===== src/design/rsc_pkg.sv =====
// Shared types, constants and helpers for the radix string converter.
`timescale 1ns / 1ps

package rsc_pkg;

  localparam int DIGIT_DEPTH = 64;
  localparam int ACC_W       = 64;
  localparam int BASE_W      = 6;
  localparam int DIV_BITS    = 8;
  localparam int JQ_DEPTH    = 2;

  localparam logic [1:0] ST_OK        = 2'd0;
  localparam logic [1:0] ST_BAD_BASE  = 2'd1;
  localparam logic [1:0] ST_NO_DIGITS = 2'd2;
  localparam logic [1:0] ST_OVERFLOW  = 2'd3;

  localparam logic REG_SOURCE_BASE = 1'b0;
  localparam logic REG_TARGET_BASE = 1'b1;

  localparam logic [BASE_W-1:0] BASE_MIN = 6'd2;
  localparam logic [BASE_W-1:0] BASE_MAX = 6'd36;
  localparam logic [BASE_W-1:0] BASE_HEX = 6'd16;
  localparam logic [BASE_W-1:0] BASE_RESET = 6'd10;

  localparam logic [6:0] ASCII_ZERO = 7'h30;

  typedef struct packed {
    logic [1:0]       status;
    logic [ACC_W-1:0] value;
  } job_t;

  // Digit value 0..35 to uppercase ASCII.
  function automatic logic [6:0] digit_ascii(input logic [BASE_W-1:0] d);
    logic [6:0] code;
    if (d > 6'd9) code = {1'b0, d} + 7'd55;
    else code = {1'b0, d} + ASCII_ZERO;
    return code;
  endfunction

endpackage


===== src/design/rsc_front.sv =====
// Character parser: skips whitespace, takes sign and hex prefix, accumulates digits.
`timescale 1ns / 1ps

module rsc_front (
  input  logic                      clk,
  input  logic                      rst_n,
  input  logic                      accept,
  input  logic [7:0]                char_code,
  input  logic                      is_final,
  input  logic [rsc_pkg::BASE_W-1:0] source_base,
  input  logic [rsc_pkg::BASE_W-1:0] target_base,
  output logic                      job_push,
  output rsc_pkg::job_t             job_data
);

  localparam logic [2:0] PH_WS     = 3'd0;
  localparam logic [2:0] PH_SIGN   = 3'd1;
  localparam logic [2:0] PH_ZERO   = 3'd2;
  localparam logic [2:0] PH_HEX    = 3'd3;
  localparam logic [2:0] PH_DIGITS = 3'd4;
  localparam logic [2:0] PH_STOP   = 3'd5;

  localparam int AW = rsc_pkg::ACC_W;

  logic [AW-1:0] acc_r, acc_nxt;
  logic          neg_r, neg_nxt;
  logic [2:0]    phase_r, phase_nxt;
  logic          seen_r, seen_nxt;
  logic          ovf_r, ovf_nxt;

  logic [rsc_pkg::BASE_W-1:0] base_eff;
  logic [6:0]      cval;
  logic            is_dig;
  logic            is_space;
  logic            is_pm;
  logic [AW+5:0]   prod;
  logic [AW+6:0]   sum;
  logic [AW+6:0]   limit;
  logic            over;
  logic            take_sign;
  logic            take_zero;
  logic            zero_x;
  logic            do_digit;

  always_comb begin
    base_eff = (source_base > rsc_pkg::BASE_MAX) ? rsc_pkg::BASE_MAX : source_base;
    if (char_code >= 8'h30 && char_code <= 8'h39) cval = 7'(char_code - 8'h30);
    else if (char_code >= 8'h41 && char_code <= 8'h5A) cval = 7'(char_code - 8'h37);
    else if (char_code >= 8'h61 && char_code <= 8'h7A) cval = 7'(char_code - 8'h57);
    else cval = 7'd99;
    is_dig   = cval < {1'b0, base_eff};
    is_space = (char_code == 8'h20) || (char_code >= 8'd9 && char_code <= 8'd13);
    is_pm    = (char_code == 8'h2B) || (char_code == 8'h2D);

    // acc*base + d > limit is the same test as acc > (limit - d) / base.
    prod  = acc_r * base_eff;
    sum   = {1'b0, prod} + {{(AW){1'b0}}, cval};
    limit = {7'd0, neg_r, {(AW-1){~neg_r}}};
    over  = sum > limit;

    take_sign = (phase_r == PH_WS && !is_space && !is_pm) || (phase_r == PH_SIGN);
    take_zero = take_sign && (source_base == rsc_pkg::BASE_HEX) && (char_code == 8'h30);
    zero_x    = (phase_r == PH_ZERO) && (char_code == 8'h78 || char_code == 8'h58);
    do_digit  = (take_sign && !take_zero) || (phase_r == PH_ZERO && !zero_x) ||
                (phase_r == PH_HEX) || (phase_r == PH_DIGITS);

    acc_nxt   = acc_r;
    neg_nxt   = neg_r;
    phase_nxt = phase_r;
    seen_nxt  = seen_r;
    ovf_nxt   = ovf_r;

    if (phase_r == PH_WS && !is_space && is_pm) begin
      neg_nxt   = (char_code == 8'h2D);
      phase_nxt = PH_SIGN;
    end else if (take_zero) begin
      seen_nxt  = 1'b1;
      phase_nxt = PH_ZERO;
    end else if (zero_x) begin
      phase_nxt = PH_HEX;
    end else if (do_digit) begin
      if (is_dig) begin
        seen_nxt  = 1'b1;
        phase_nxt = PH_DIGITS;
        if (!ovf_r) begin
          if (over) begin
            ovf_nxt = 1'b1;
            acc_nxt = '0;
          end else begin
            acc_nxt = sum[AW-1:0];
          end
        end
      end else begin
        phase_nxt = PH_STOP;
      end
    end else if (phase_r != PH_WS) begin
      phase_nxt = PH_STOP;
    end

    job_push = accept && is_final;
    if (!seen_nxt) job_data.status = rsc_pkg::ST_NO_DIGITS;
    else if (ovf_nxt) job_data.status = rsc_pkg::ST_OVERFLOW;
    else if (target_base < rsc_pkg::BASE_MIN || target_base > rsc_pkg::BASE_MAX)
      job_data.status = rsc_pkg::ST_BAD_BASE;
    else job_data.status = rsc_pkg::ST_OK;
    job_data.value = neg_nxt ? '0 : acc_nxt;
  end

  always_ff @(posedge clk) begin
    if (!rst_n || (accept && is_final)) begin
      acc_r   <= '0;
      neg_r   <= 1'b0;
      phase_r <= PH_WS;
      seen_r  <= 1'b0;
      ovf_r   <= 1'b0;
    end else if (accept) begin
      acc_r   <= acc_nxt;
      neg_r   <= neg_nxt;
      phase_r <= phase_nxt;
      seen_r  <= seen_nxt;
      ovf_r   <= ovf_nxt;
    end
  end

endmodule


===== src/design/rsc_job_queue.sv =====
// Two-entry queue of parsed numbers between the parser and the converter.
`timescale 1ns / 1ps

module rsc_job_queue (
  input  logic          clk,
  input  logic          rst_n,
  input  logic          push,
  input  rsc_pkg::job_t push_data,
  input  logic          pop,
  output logic          valid,
  output logic          full,
  output rsc_pkg::job_t pop_data
);

  localparam int PTR_W = $clog2(rsc_pkg::JQ_DEPTH);
  localparam int CNT_W = $clog2(rsc_pkg::JQ_DEPTH + 1);

  rsc_pkg::job_t    mem_r [rsc_pkg::JQ_DEPTH];
  logic [PTR_W-1:0] wr_ptr_r, rd_ptr_r;
  logic [CNT_W-1:0] cnt_r, cnt_nxt;
  logic             do_push, do_pop;

  assign valid    = cnt_r != '0;
  assign full     = cnt_r == CNT_W'(rsc_pkg::JQ_DEPTH);
  assign pop_data = mem_r[rd_ptr_r];
  assign do_push  = push && !full;
  assign do_pop   = pop && valid;

  always_comb begin
    cnt_nxt = cnt_r;
    if (do_push && !do_pop) cnt_nxt = cnt_r + 1'b1;
    else if (do_pop && !do_push) cnt_nxt = cnt_r - 1'b1;
  end

  always_ff @(posedge clk) begin
    if (!rst_n) begin
      wr_ptr_r <= '0;
      rd_ptr_r <= '0;
      cnt_r    <= '0;
    end else begin
      if (do_push) wr_ptr_r <= wr_ptr_r + 1'b1;
      if (do_pop) rd_ptr_r <= rd_ptr_r + 1'b1;
      cnt_r <= cnt_nxt;
    end
  end

  always_ff @(posedge clk) begin
    if (do_push) mem_r[wr_ptr_r] <= push_data;
  end

endmodule


===== src/design/rsc_back.sv =====
// Converter: repeated division by the target base, digit store, result register.
`timescale 1ns / 1ps

module rsc_back #(
  parameter int DIGIT_DEPTH = rsc_pkg::DIGIT_DEPTH
) (
  input  logic                       clk,
  input  logic                       rst_n,
  input  logic [rsc_pkg::BASE_W-1:0] target_base,
  input  logic                       job_valid,
  input  rsc_pkg::job_t              job_data,
  output logic                       job_pop,
  input  logic                       out_pop,
  output logic                       out_empty,
  output logic [6:0]                 out_digit_code,
  output logic                       out_last_digit,
  output logic [1:0]                 out_status
);

  localparam int AW     = rsc_pkg::ACC_W;
  localparam int BW     = rsc_pkg::BASE_W;
  localparam int DB     = rsc_pkg::DIV_BITS;
  localparam int STEPS  = AW / DB;
  localparam int STEP_W = $clog2(STEPS);
  localparam int ADDR_W = $clog2(DIGIT_DEPTH);
  localparam int CNT_W  = ADDR_W + 1;

  localparam logic [2:0] S_IDLE     = 3'd0;
  localparam logic [2:0] S_DIV      = 3'd1;
  localparam logic [2:0] S_RD       = 3'd2;
  localparam logic [2:0] S_SEND_DIG = 3'd3;
  localparam logic [2:0] S_SEND_ONE = 3'd4;

  logic [2:0]        state_r, state_nxt;
  logic [AW-1:0]     work_r, work_nxt;
  logic [BW-1:0]     rem_r, rem_nxt;
  logic [STEP_W-1:0] step_r, step_nxt;
  logic [CNT_W-1:0]  count_r, count_nxt;
  logic [6:0]        pend_code_r, pend_code_nxt;
  logic [1:0]        pend_status_r, pend_status_nxt;
  logic [BW-1:0]     rd_data_r;
  logic              out_valid_r, out_valid_nxt;
  logic [6:0]        out_code_r;
  logic              out_last_r;
  logic [1:0]        out_status_r;

  logic [BW-1:0]     mem [DIGIT_DEPTH];
  logic [CNT_W-1:0]  cnt_dec;
  logic              slot_free;
  logic              load_out;
  logic              dig_done;
  logic [BW:0]       r;
  logic [DB-1:0]     qbits;
  logic [BW-1:0]     div_rem;
  logic [AW-1:0]     div_quot;

  // One radix-2 restoring step per bit, DIV_BITS bits a cycle.
  always_comb begin
    r     = {1'b0, rem_r};
    qbits = '0;
    for (int i = 0; i < DB; i++) begin
      r = {r[BW-1:0], work_r[AW-1-i]};
      if (r >= {1'b0, target_base}) begin
        r = r - {1'b0, target_base};
        qbits[DB-1-i] = 1'b1;
      end
    end
    div_rem  = r[BW-1:0];
    div_quot = {work_r[AW-DB-1:0], qbits};
  end

  assign cnt_dec   = count_r - 1'b1;
  assign slot_free = !out_valid_r || out_pop;
  assign load_out  = (state_r == S_SEND_ONE || state_r == S_SEND_DIG) && slot_free;
  assign dig_done  = (state_r == S_DIV) && (step_r == STEP_W'(STEPS - 1));
  assign job_pop   = (state_r == S_IDLE) && job_valid;

  always_comb begin
    state_nxt       = state_r;
    work_nxt        = work_r;
    rem_nxt         = rem_r;
    step_nxt        = step_r;
    count_nxt       = count_r;
    pend_code_nxt   = pend_code_r;
    pend_status_nxt = pend_status_r;
    out_valid_nxt   = load_out ? 1'b1 : (out_pop ? 1'b0 : out_valid_r);
    case (state_r)
      S_IDLE: begin
        if (job_valid) begin
          if (job_data.status != rsc_pkg::ST_OK) begin
            pend_code_nxt   = '0;
            pend_status_nxt = job_data.status;
            state_nxt       = S_SEND_ONE;
          end else if (job_data.value == '0) begin
            pend_code_nxt   = rsc_pkg::ASCII_ZERO;
            pend_status_nxt = rsc_pkg::ST_OK;
            state_nxt       = S_SEND_ONE;
          end else begin
            work_nxt  = job_data.value;
            rem_nxt   = '0;
            step_nxt  = '0;
            count_nxt = '0;
            state_nxt = S_DIV;
          end
        end
      end
      S_DIV: begin
        work_nxt = div_quot;
        rem_nxt  = div_rem;
        step_nxt = step_r + 1'b1;
        if (dig_done) begin
          rem_nxt   = '0;
          count_nxt = count_r + 1'b1;
          if (div_quot == '0) state_nxt = S_RD;
        end
      end
      S_RD: begin
        count_nxt = cnt_dec;
        state_nxt = S_SEND_DIG;
      end
      S_SEND_DIG: begin
        if (slot_free) state_nxt = (count_r == '0) ? S_IDLE : S_RD;
      end
      S_SEND_ONE: begin
        if (slot_free) state_nxt = S_IDLE;
      end
      default: state_nxt = S_IDLE;
    endcase
  end

  always_ff @(posedge clk) begin
    if (!rst_n) begin
      state_r     <= S_IDLE;
      count_r     <= '0;
      out_valid_r <= 1'b0;
    end else begin
      state_r     <= state_nxt;
      count_r     <= count_nxt;
      out_valid_r <= out_valid_nxt;
    end
  end

  always_ff @(posedge clk) begin
    work_r        <= work_nxt;
    rem_r         <= rem_nxt;
    step_r        <= step_nxt;
    pend_code_r   <= pend_code_nxt;
    pend_status_r <= pend_status_nxt;
    if (load_out) begin
      if (state_r == S_SEND_DIG) begin
        out_code_r   <= rsc_pkg::digit_ascii(rd_data_r);
        out_last_r   <= count_r == '0;
        out_status_r <= rsc_pkg::ST_OK;
      end else begin
        out_code_r   <= pend_code_r;
        out_last_r   <= 1'b1;
        out_status_r <= pend_status_r;
      end
    end
  end

  // Digit store: least significant digit at the lowest address.
  always_ff @(posedge clk) begin
    if (dig_done) mem[count_r[ADDR_W-1:0]] <= div_rem;
    if (state_r == S_RD) rd_data_r <= mem[cnt_dec[ADDR_W-1:0]];
  end

  assign out_empty      = !out_valid_r;
  assign out_digit_code = out_code_r;
  assign out_last_digit = out_last_r;
  assign out_status     = out_status_r;

`ifndef SYNTH
  a_count_bound: assert property (@(posedge clk) disable iff (!rst_n)
    count_r <= CNT_W'(DIGIT_DEPTH))
    else $error("digit count beyond store depth");

  a_rem_below_base: assert property (@(posedge clk) disable iff (!rst_n)
    (state_r == S_DIV) |-> (rem_r < target_base))
    else $error("partial remainder not below target base");

  a_error_item: assert property (@(posedge clk) disable iff (!rst_n)
    (out_valid_r && out_status_r != rsc_pkg::ST_OK) |-> (out_code_r == '0 && out_last_r))
    else $error("error beat must carry code 0 and last flag");

  a_pop_idle: assert property (@(posedge clk) disable iff (!rst_n)
    job_pop |=> (state_r != S_IDLE))
    else $error("job taken without starting work");
`endif

endmodule


===== src/design/radix_string_converter_top.sv =====
// Top level of the radix string converter: APB registers, parser, job queue, converter.
`timescale 1ns / 1ps

// Characters enter on the input queue (push/full), one beat per character;
// in_is_final marks the last character of a number. The parser takes one
// beat per cycle while full is low; full is high only while both job queue
// slots hold parsed numbers waiting for the converter.
// Results leave on the output queue (empty/pop): uppercase digits, most
// significant first, last_digit on the final beat; an error gives one beat
// with digit code 0 and the status code.
// An error or a zero value passes from the job queue through the converter's
// pending code and status registers into the output register. Otherwise the
// divider produces every result digit in turn (eight quotient bits per
// cycle over 64 bits) into the digit store; then each digit is read from the
// store (S_RD) and loaded into the output register (S_SEND_DIG), most
// significant first.
// A stalled receiver holds the output register; the converter waits and
// the job queue absorbs up to two more numbers before full rises.
// Reset (rst_n low at a clock edge) clears the parser, the queue and the
// converter and sets both bases to 10. No clearing pass is needed.
// Registers: source_base at byte address 0, target_base at byte address 4.

module radix_string_converter_top #(
  parameter int DIGIT_DEPTH = rsc_pkg::DIGIT_DEPTH
) (
  input  logic        clk,
  input  logic        rst_n,
  input  logic        push,
  output logic        full,
  input  logic [7:0]  in_char_code,
  input  logic        in_is_final,
  output logic        empty,
  input  logic        pop,
  output logic [6:0]  out_digit_code,
  output logic        out_last_digit,
  output logic [1:0]  out_status,
  input  logic        psel,
  input  logic        penable,
  input  logic        pwrite,
  input  logic [2:0]  paddr,
  input  logic [31:0] pwdata,
  output logic [31:0] prdata,
  output logic        pready
);

  localparam int BW = rsc_pkg::BASE_W;

  logic [BW-1:0]  source_base_r;
  logic [BW-1:0]  target_base_r;
  logic           cfg_write;
  logic           in_accept;
  logic           job_push;
  rsc_pkg::job_t  job_in;
  rsc_pkg::job_t  job_out;
  logic           job_valid;
  logic           job_pop;
  logic           jq_full;

  assign pready    = 1'b1;
  assign cfg_write = psel && penable && pwrite && pready;
  assign prdata    = (paddr[2] == rsc_pkg::REG_TARGET_BASE) ?
                     {{(32-BW){1'b0}}, target_base_r} : {{(32-BW){1'b0}}, source_base_r};

  always_ff @(posedge clk) begin
    if (!rst_n) begin
      source_base_r <= rsc_pkg::BASE_RESET;
      target_base_r <= rsc_pkg::BASE_RESET;
    end else if (cfg_write) begin
      if (paddr[2] == rsc_pkg::REG_SOURCE_BASE) source_base_r <= pwdata[BW-1:0];
      else target_base_r <= pwdata[BW-1:0];
    end
  end

  assign full      = jq_full;
  assign in_accept = push && !full;

  rsc_front u_front (
    .clk         (clk),
    .rst_n       (rst_n),
    .accept      (in_accept),
    .char_code   (in_char_code),
    .is_final    (in_is_final),
    .source_base (source_base_r),
    .target_base (target_base_r),
    .job_push    (job_push),
    .job_data    (job_in)
  );

  rsc_job_queue u_job_queue (
    .clk       (clk),
    .rst_n     (rst_n),
    .push      (job_push),
    .push_data (job_in),
    .pop       (job_pop),
    .valid     (job_valid),
    .full      (jq_full),
    .pop_data  (job_out)
  );

  rsc_back #(
    .DIGIT_DEPTH (DIGIT_DEPTH)
  ) u_back (
    .clk            (clk),
    .rst_n          (rst_n),
    .target_base    (target_base_r),
    .job_valid      (job_valid),
    .job_data       (job_out),
    .job_pop        (job_pop),
    .out_pop        (pop),
    .out_empty      (empty),
    .out_digit_code (out_digit_code),
    .out_last_digit (out_last_digit),
    .out_status     (out_status)
  );

endmodule


===== config.mk =====
export PLATFORM = sky130hd
export DESIGN_NAME = radix_string_converter_top
export DESIGN_NICKNAME = d
export VERILOG_FILES = /design/src/design/rsc_pkg.sv /design/src/design/rsc_front.sv /design/src/design/rsc_job_queue.sv /design/src/design/rsc_back.sv /design/src/design/radix_string_converter_top.sv
export SDC_FILE = /design/constraint.sdc
export NUM_CORES = 2
export LEC_CHECK = 0
export ABC_CLOCK_PERIOD_IN_PS = 48200
export BUFFER_PORTS_ARGS = -buffer_cell sky130_fd_sc_hd__buf_4
export CORE_ASPECT_RATIO = 1.75
export CORE_MARGIN = 8
export CORE_UTILIZATION = 45
export DETAILED_ROUTE_END_ITERATION = 12
export GPL_ROUTABILITY_DRIVEN = 0
export PLACE_DENSITY = 0.59
export REMOVE_ABC_BUFFERS = 1
export SLEW_MARGIN = 40
export SYNTH_ARGS = -nofsm -noshare
export SYNTH_HDL_FRONTEND = slang
export SYNTH_HIERARCHICAL = 1
export SYNTH_SLANG_ARGS = --single-unit

===== constraint.sdc =====
create_clock -name clk -period 48.2 [get_ports clk]
set_input_delay 14.46 -clock clk [delete_from_list [all_inputs] [get_ports clk]]
set_output_delay 14.46 -clock clk [all_outputs]
set_load 0.01 [all_outputs]

Word-level counts from Yosys, hierarchy flattened --
Memory sizes are Yosys's and may differ from the RTL's. A register that Yosys moved wholly into a read port is not among the register bits. Cells that the tools add are included.
Storage, ports and cells: input bits 51, logic and storage cells 251, output and inout bits 45, RAM bits 516, memories kept 2, flip-flop bits (word level) 184
Memory list:
- u_back.mem | words 64, bits a word 6, rd ports 1, clocked after Yosys merged registers in 1, write ports 1, RTL line rsc_back.sv:47 | logic [BW-1:0] mem [DIGIT_DEPTH];
- u_job_queue.mem_r | words 2, bits a word 66, rd ports 1, clocked after Yosys merged registers in 1, write ports 1, RTL line rsc_job_queue.sv:18 | rsc_pkg::job_t mem_r [rsc_pkg::JQ_DEPTH];
Cells by class: multipliers 1, order comparisons 22, eq/ne operators 24, reduce and logical (&&, ||, !) cells 64, add/sub/neg operators 21, multiplexer cells 93, bitwise gates (word level) 2
Operators with widths (number):
- two-way mux 64 bit | 11
- logical NOT 64 bit | 2
- case mux 64 bit (2 select lines) | 1
- two-way mux 6 bit | 16
- adder 70 x 7 -> 71 bit | 1
- > comparator 71 x 64 -> 1 bit | 1
- multiplier 64 x 6 -> 70 bit | 1
- >= comparator 7 x 6 -> 1 bit | 8
- two-way mux 7 bit | 8
- subtractor 6 bit | 8
- two-way mux 3 bit | 15
- == test 8 x 6 -> 1 bit, second input constant | 4
- two-way mux 1 bit | 31
- logical AND 1 bit | 23
- case mux 7 bit (3 select lines) | 1
- == test 8 x 7 -> 1 bit, second input constant | 2
- >= comparator 8 x 7 -> 1 bit, second input constant | 2
- <= comparator 8 x 7 -> 1 bit, second input constant | 2
- case mux 3 bit (5 select lines) | 1
- adder 6 x 6 -> 7 bit, second input constant | 2
- two-way mux 2 bit | 7
- subtractor 7 x 6 -> 7 bit, second input constant | 2
- == test 3 x 2 -> 1 bit, second input constant | 4
- > comparator 6 bit, second input constant | 2
- 34 further kinds | 72

Logic depth before layout (Yosys ltp) --
word-level depth 20, mapped depth 72, depth with buffers taken out 68

Modules after synthesis --
Netlist, hierarchy kept.
By module, submodules not included:
- rsc_back | area each 22470.3 um^2, sequential area each 14513.9 um^2, times used 1, cells an instance 1468
- rsc_front | area each 18514.0 um^2, sequential area each 1401.3 um^2, times used 1, cells an instance 2169
- rsc_job_queue | area each 5006.1 um^2, sequential area each 4063.9 um^2, times used 1, cells an instance 230
- radix_string_converter_top | area each 800.8 um^2, sequential area each 240.2 um^2, times used 1, cells an instance 86

Worst setup path before layout --
OpenSTA, ideal clock, no wires.
kind input-to-output, from input port paddr[2], to output port prdata[0], stages on the path 2, buffers on the path 1, setup slack 18.818 ns, data arrival time 14.922 ns, data required time 33.740 ns, path through buf_6 mux2_2
On the way: cells in the longest elaborated chain, start to end 1
Ends and longest elaborated chain:
- from (decl) | RTL line radix_string_converter_top.sv:40 | input logic [2:0] paddr,
- two-way mux 6 bit | RTL line radix_string_converter_top.sv:61 | assign prdata = (paddr[2] == rsc_pkg::REG_TARGET_BASE) ?
- to (decl) | RTL line radix_string_converter_top.sv:42 | output logic [31:0] prdata,
No other way between the ends.

Final worst setup path --
Same ends and word-level chain as after synthesis.

==> results.tsv <==
metric	value	unit
outcome	completed	
top cell type's share of synthesized area	39.0	%
fin crit period	29.55	ns
CP max FO	10	
post-DP HPWL	95.3	mm
mapped cell area	46800	um2
Area Overhead vs Synth	7.92	%
Slew HR	40.7	%
Seq/Total Area, Yosys	43.2	%
TritonRoute pass-1 iters	7	
Final Worst Setup Slack	18.65	ns
IO buf count	40	
Bufs on Longest Clock Path	3	
total number of vias	31000	
share of cells above drive strength 1	10.7	%
Final Max Slew Viols	0	
RSZ-0062 raised after global routing	no	
Mapped Avg Cell Area	11.8	um2
top post-synthesis cells by area	edfxtp_1 39%, fa_1 11%, ha_1 7.6%	
CTS root buf	clkbuf_16	
post-route cell area	50500	um2
fmax	33.8	MHz
H-tree levels	3	
initial antenna violation count	3	
Syn. warnings	6	
number of remaining DRC errors	0	
Routed WL	125	mm
GRT overflow	0	
final core area utilization	48.9	%
Primary FF master, synth	edfxtp_1	
leading area contributor after synthesis	edfxtp_1	
EDFF count, synth	608	
nets	4496	
Tightest Pin Transition	0.887	ns
CTS sink count	706	
Die ar.	115000	um2
CTS Hold Buffers Added	0	
Synth async-reset ratio	0	%
final setup TNS	0	ns
width of the die	260	um
CTS Buf Count	66	
WP data required	33.74	ns
post-CTS setup buffer count	0	
vias in the first global route	32900	
Placed Area	48300	um2
Core ar.	103000	um2
Initial Util	45.3	%
Clock Pin Slew Worst Setup and Hold Paths	0.06	ns
Setup Skew	0.0279	ns
cells after synthesis	3953	
initial drt markers	1688	
pre-CTS setup slack	18.65	ns
capturing element type of the critical path	primary output	
Worst EP arrival	15.09	ns
Worst Hold Class	reg -> reg	
CTS tree	done	
drt wl/cell	23.7	um
maxcap violations	0	
Fin. Hold Viols	0	
crit share post-route	61.3	%
# setup viols final	0	
post-synthesis cell type count	92	
num ports	96	
largest net degree at the start of global routing	75	
die height	443	um
FF+latch count, synth	706	
GRT Overall Usage	21.6	%
Clock Latency Late Sink	0.63	ns
ANT nets after route	0	
Resized Gates After CTS	0	
Worst setup SP type	input port	
Ant. Diodes	0	
vias per cell	5.86	
WS Path Type	in -> out	
Cell Rows	156	
first-pass GRT wire length	192	mm
## state kept, by name (all words and copies together), names as in the netlist, 6 cells and up, named ones only
signal and count:
u_back/work_r 64, u_back/count_r 7, u_back/rem_r 6, u_back/out_digit_code 7, target_base_r 6, u_back/mem 384, u_job_queue/mem_r 132, source_base_r 6
u_back/rd_data_r 6, u_front/acc_r 64
## critical path, cell delays in order
cell and delay (ns):
buf_4 0.15, mux2_2 0.34, buf_4 0.14
## worst paths after layout
check | endpoint | depth (start not counted) | slack, ns | startpoint
hold reg to reg | u_front/seen_r | 2 | 0.47 | u_front/seen_r
hold / removal | u_front/seen_r | 2 | 0.47 | u_front/seen_r
setup reg to reg | u_back/mem[20][1] | 67 | 28.16 | target_base_r[4]
setup / recovery | prdata[0] | 3 | 18.65 | paddr[2]
## area by class of cell
type	count	area, um2
inverters	228	856
flip-flops and latches	706	20200
clock inverters	35	408
fillers	9212	52800
clock buffers	84	1810
well taps	1343	1680
multi-input cells	2817	24900
repair buffers	80	639
## synthesized netlist by cell type, drive strengths merged, types with 15 or more instances
| master | n |
|---|---|
| edfxtp | 608 |
| a21boi | 16 |
| nor2 | 186 |
| xnor2 | 54 |
| xor2 | 41 |
| a22o | 130 |
| nor2b | 31 |
| mux4 | 126 |
| o21a | 28 |
| mux2i | 33 |
| nand3 | 56 |
| a21oi | 137 |
| a211oi | 20 |
| o21ai | 116 |
| a21o | 44 |
| ha | 285 |
| nand2 | 480 |
| nand2b | 23 |
| fa | 261 |
| clkbuf | 136 |
| mux2 | 90 |
| nor4 | 43 |
| buf | 91 |
| inv | 228 |
| nor3 | 37 |
| o211ai | 16 |
| a31oi | 15 |
| dfxtp | 98 |
| and3 | 96 |
| o21bai | 21 |
| nand4 | 51 |
| and2 | 187 |
## layer usage
metal	GRT usage [%]	wire, um
met5	0	0
met4	12.6	7520
met3	1.69	3200
met2	43.3	72600
met1	21.0	42000
## per-stage QoR
stage | hold WS [ns] | std cells
after floorplan | 0.437 | 3751
after CTS | 0.475 | 5293
after global placement | 0.449 | 5171
after global routing | 0.535 | 5293
after detailed placement | 0.458 | 5174
final | 0.468 | 5293
## cell families (layout without fill, tap and decap cells)
group	Yosys count	count (layout)	share of synthesized area, %
AND/OR/NAND/NOR	1250	1250	13.2
flip-flops	706	706	43.2
AO/OA/AOI/OAI	650	650	9.88
other	2	27	0.0161
buffers and inverters	455	427	4.20
XOR/XNOR	95	95	1.78
multiplexers	249	249	8.96
adder cells (fa/ha/maj)	546	546	18.8
## placed cells by master (no fill, tap or decap), types with 22 or more instances in the layout
| master | synthesis | final |
|---|---|---|
| ha_1 | 285 | 284 |
| o21ai_0 | 103 | 102 |
| xnor2_1 | 54 | 53 |
| conb_1 | 2 | 27 |
| mux4_2 | 126 | 126 |
| a22o_1 | 130 | 130 |
| fa_1 | 261 | 261 |
| and2_1 | 187 | 185 |
| inv_1 | 226 | 226 |
| dfxtp_1 | 98 | 94 |
| nand2_1 | 480 | 479 |
| nand3_1 | 56 | 55 |
| nor2_1 | 186 | 185 |
| nor2b_1 | 31 | 29 |
| nor4_1 | 42 | 42 |
| edfxtp_1 | 608 | 608 |
| mux2i_1 | 33 | 32 |
| nor3_1 | 35 | 34 |
| a21o_1 | 44 | 43 |
| mux2_2 | 47 | 46 |
| clkbuf_16 | 0 | 68 |
| o21a_1 | 28 | 27 |
| mux2_1 | 40 | 40 |
| nand4_1 | 50 | 50 |
| a21oi_1 | 135 | 133 |
| and3_1 | 96 | 95 |
| xor2_1 | 41 | 39 |
| buf_4 | 28 | 74 |
| nand2b_1 | 22 | 22 |
Power is left out: the tool's default activity adds up to more than one toggle a clock period on the data nets, which glitch-free logic cannot reach.
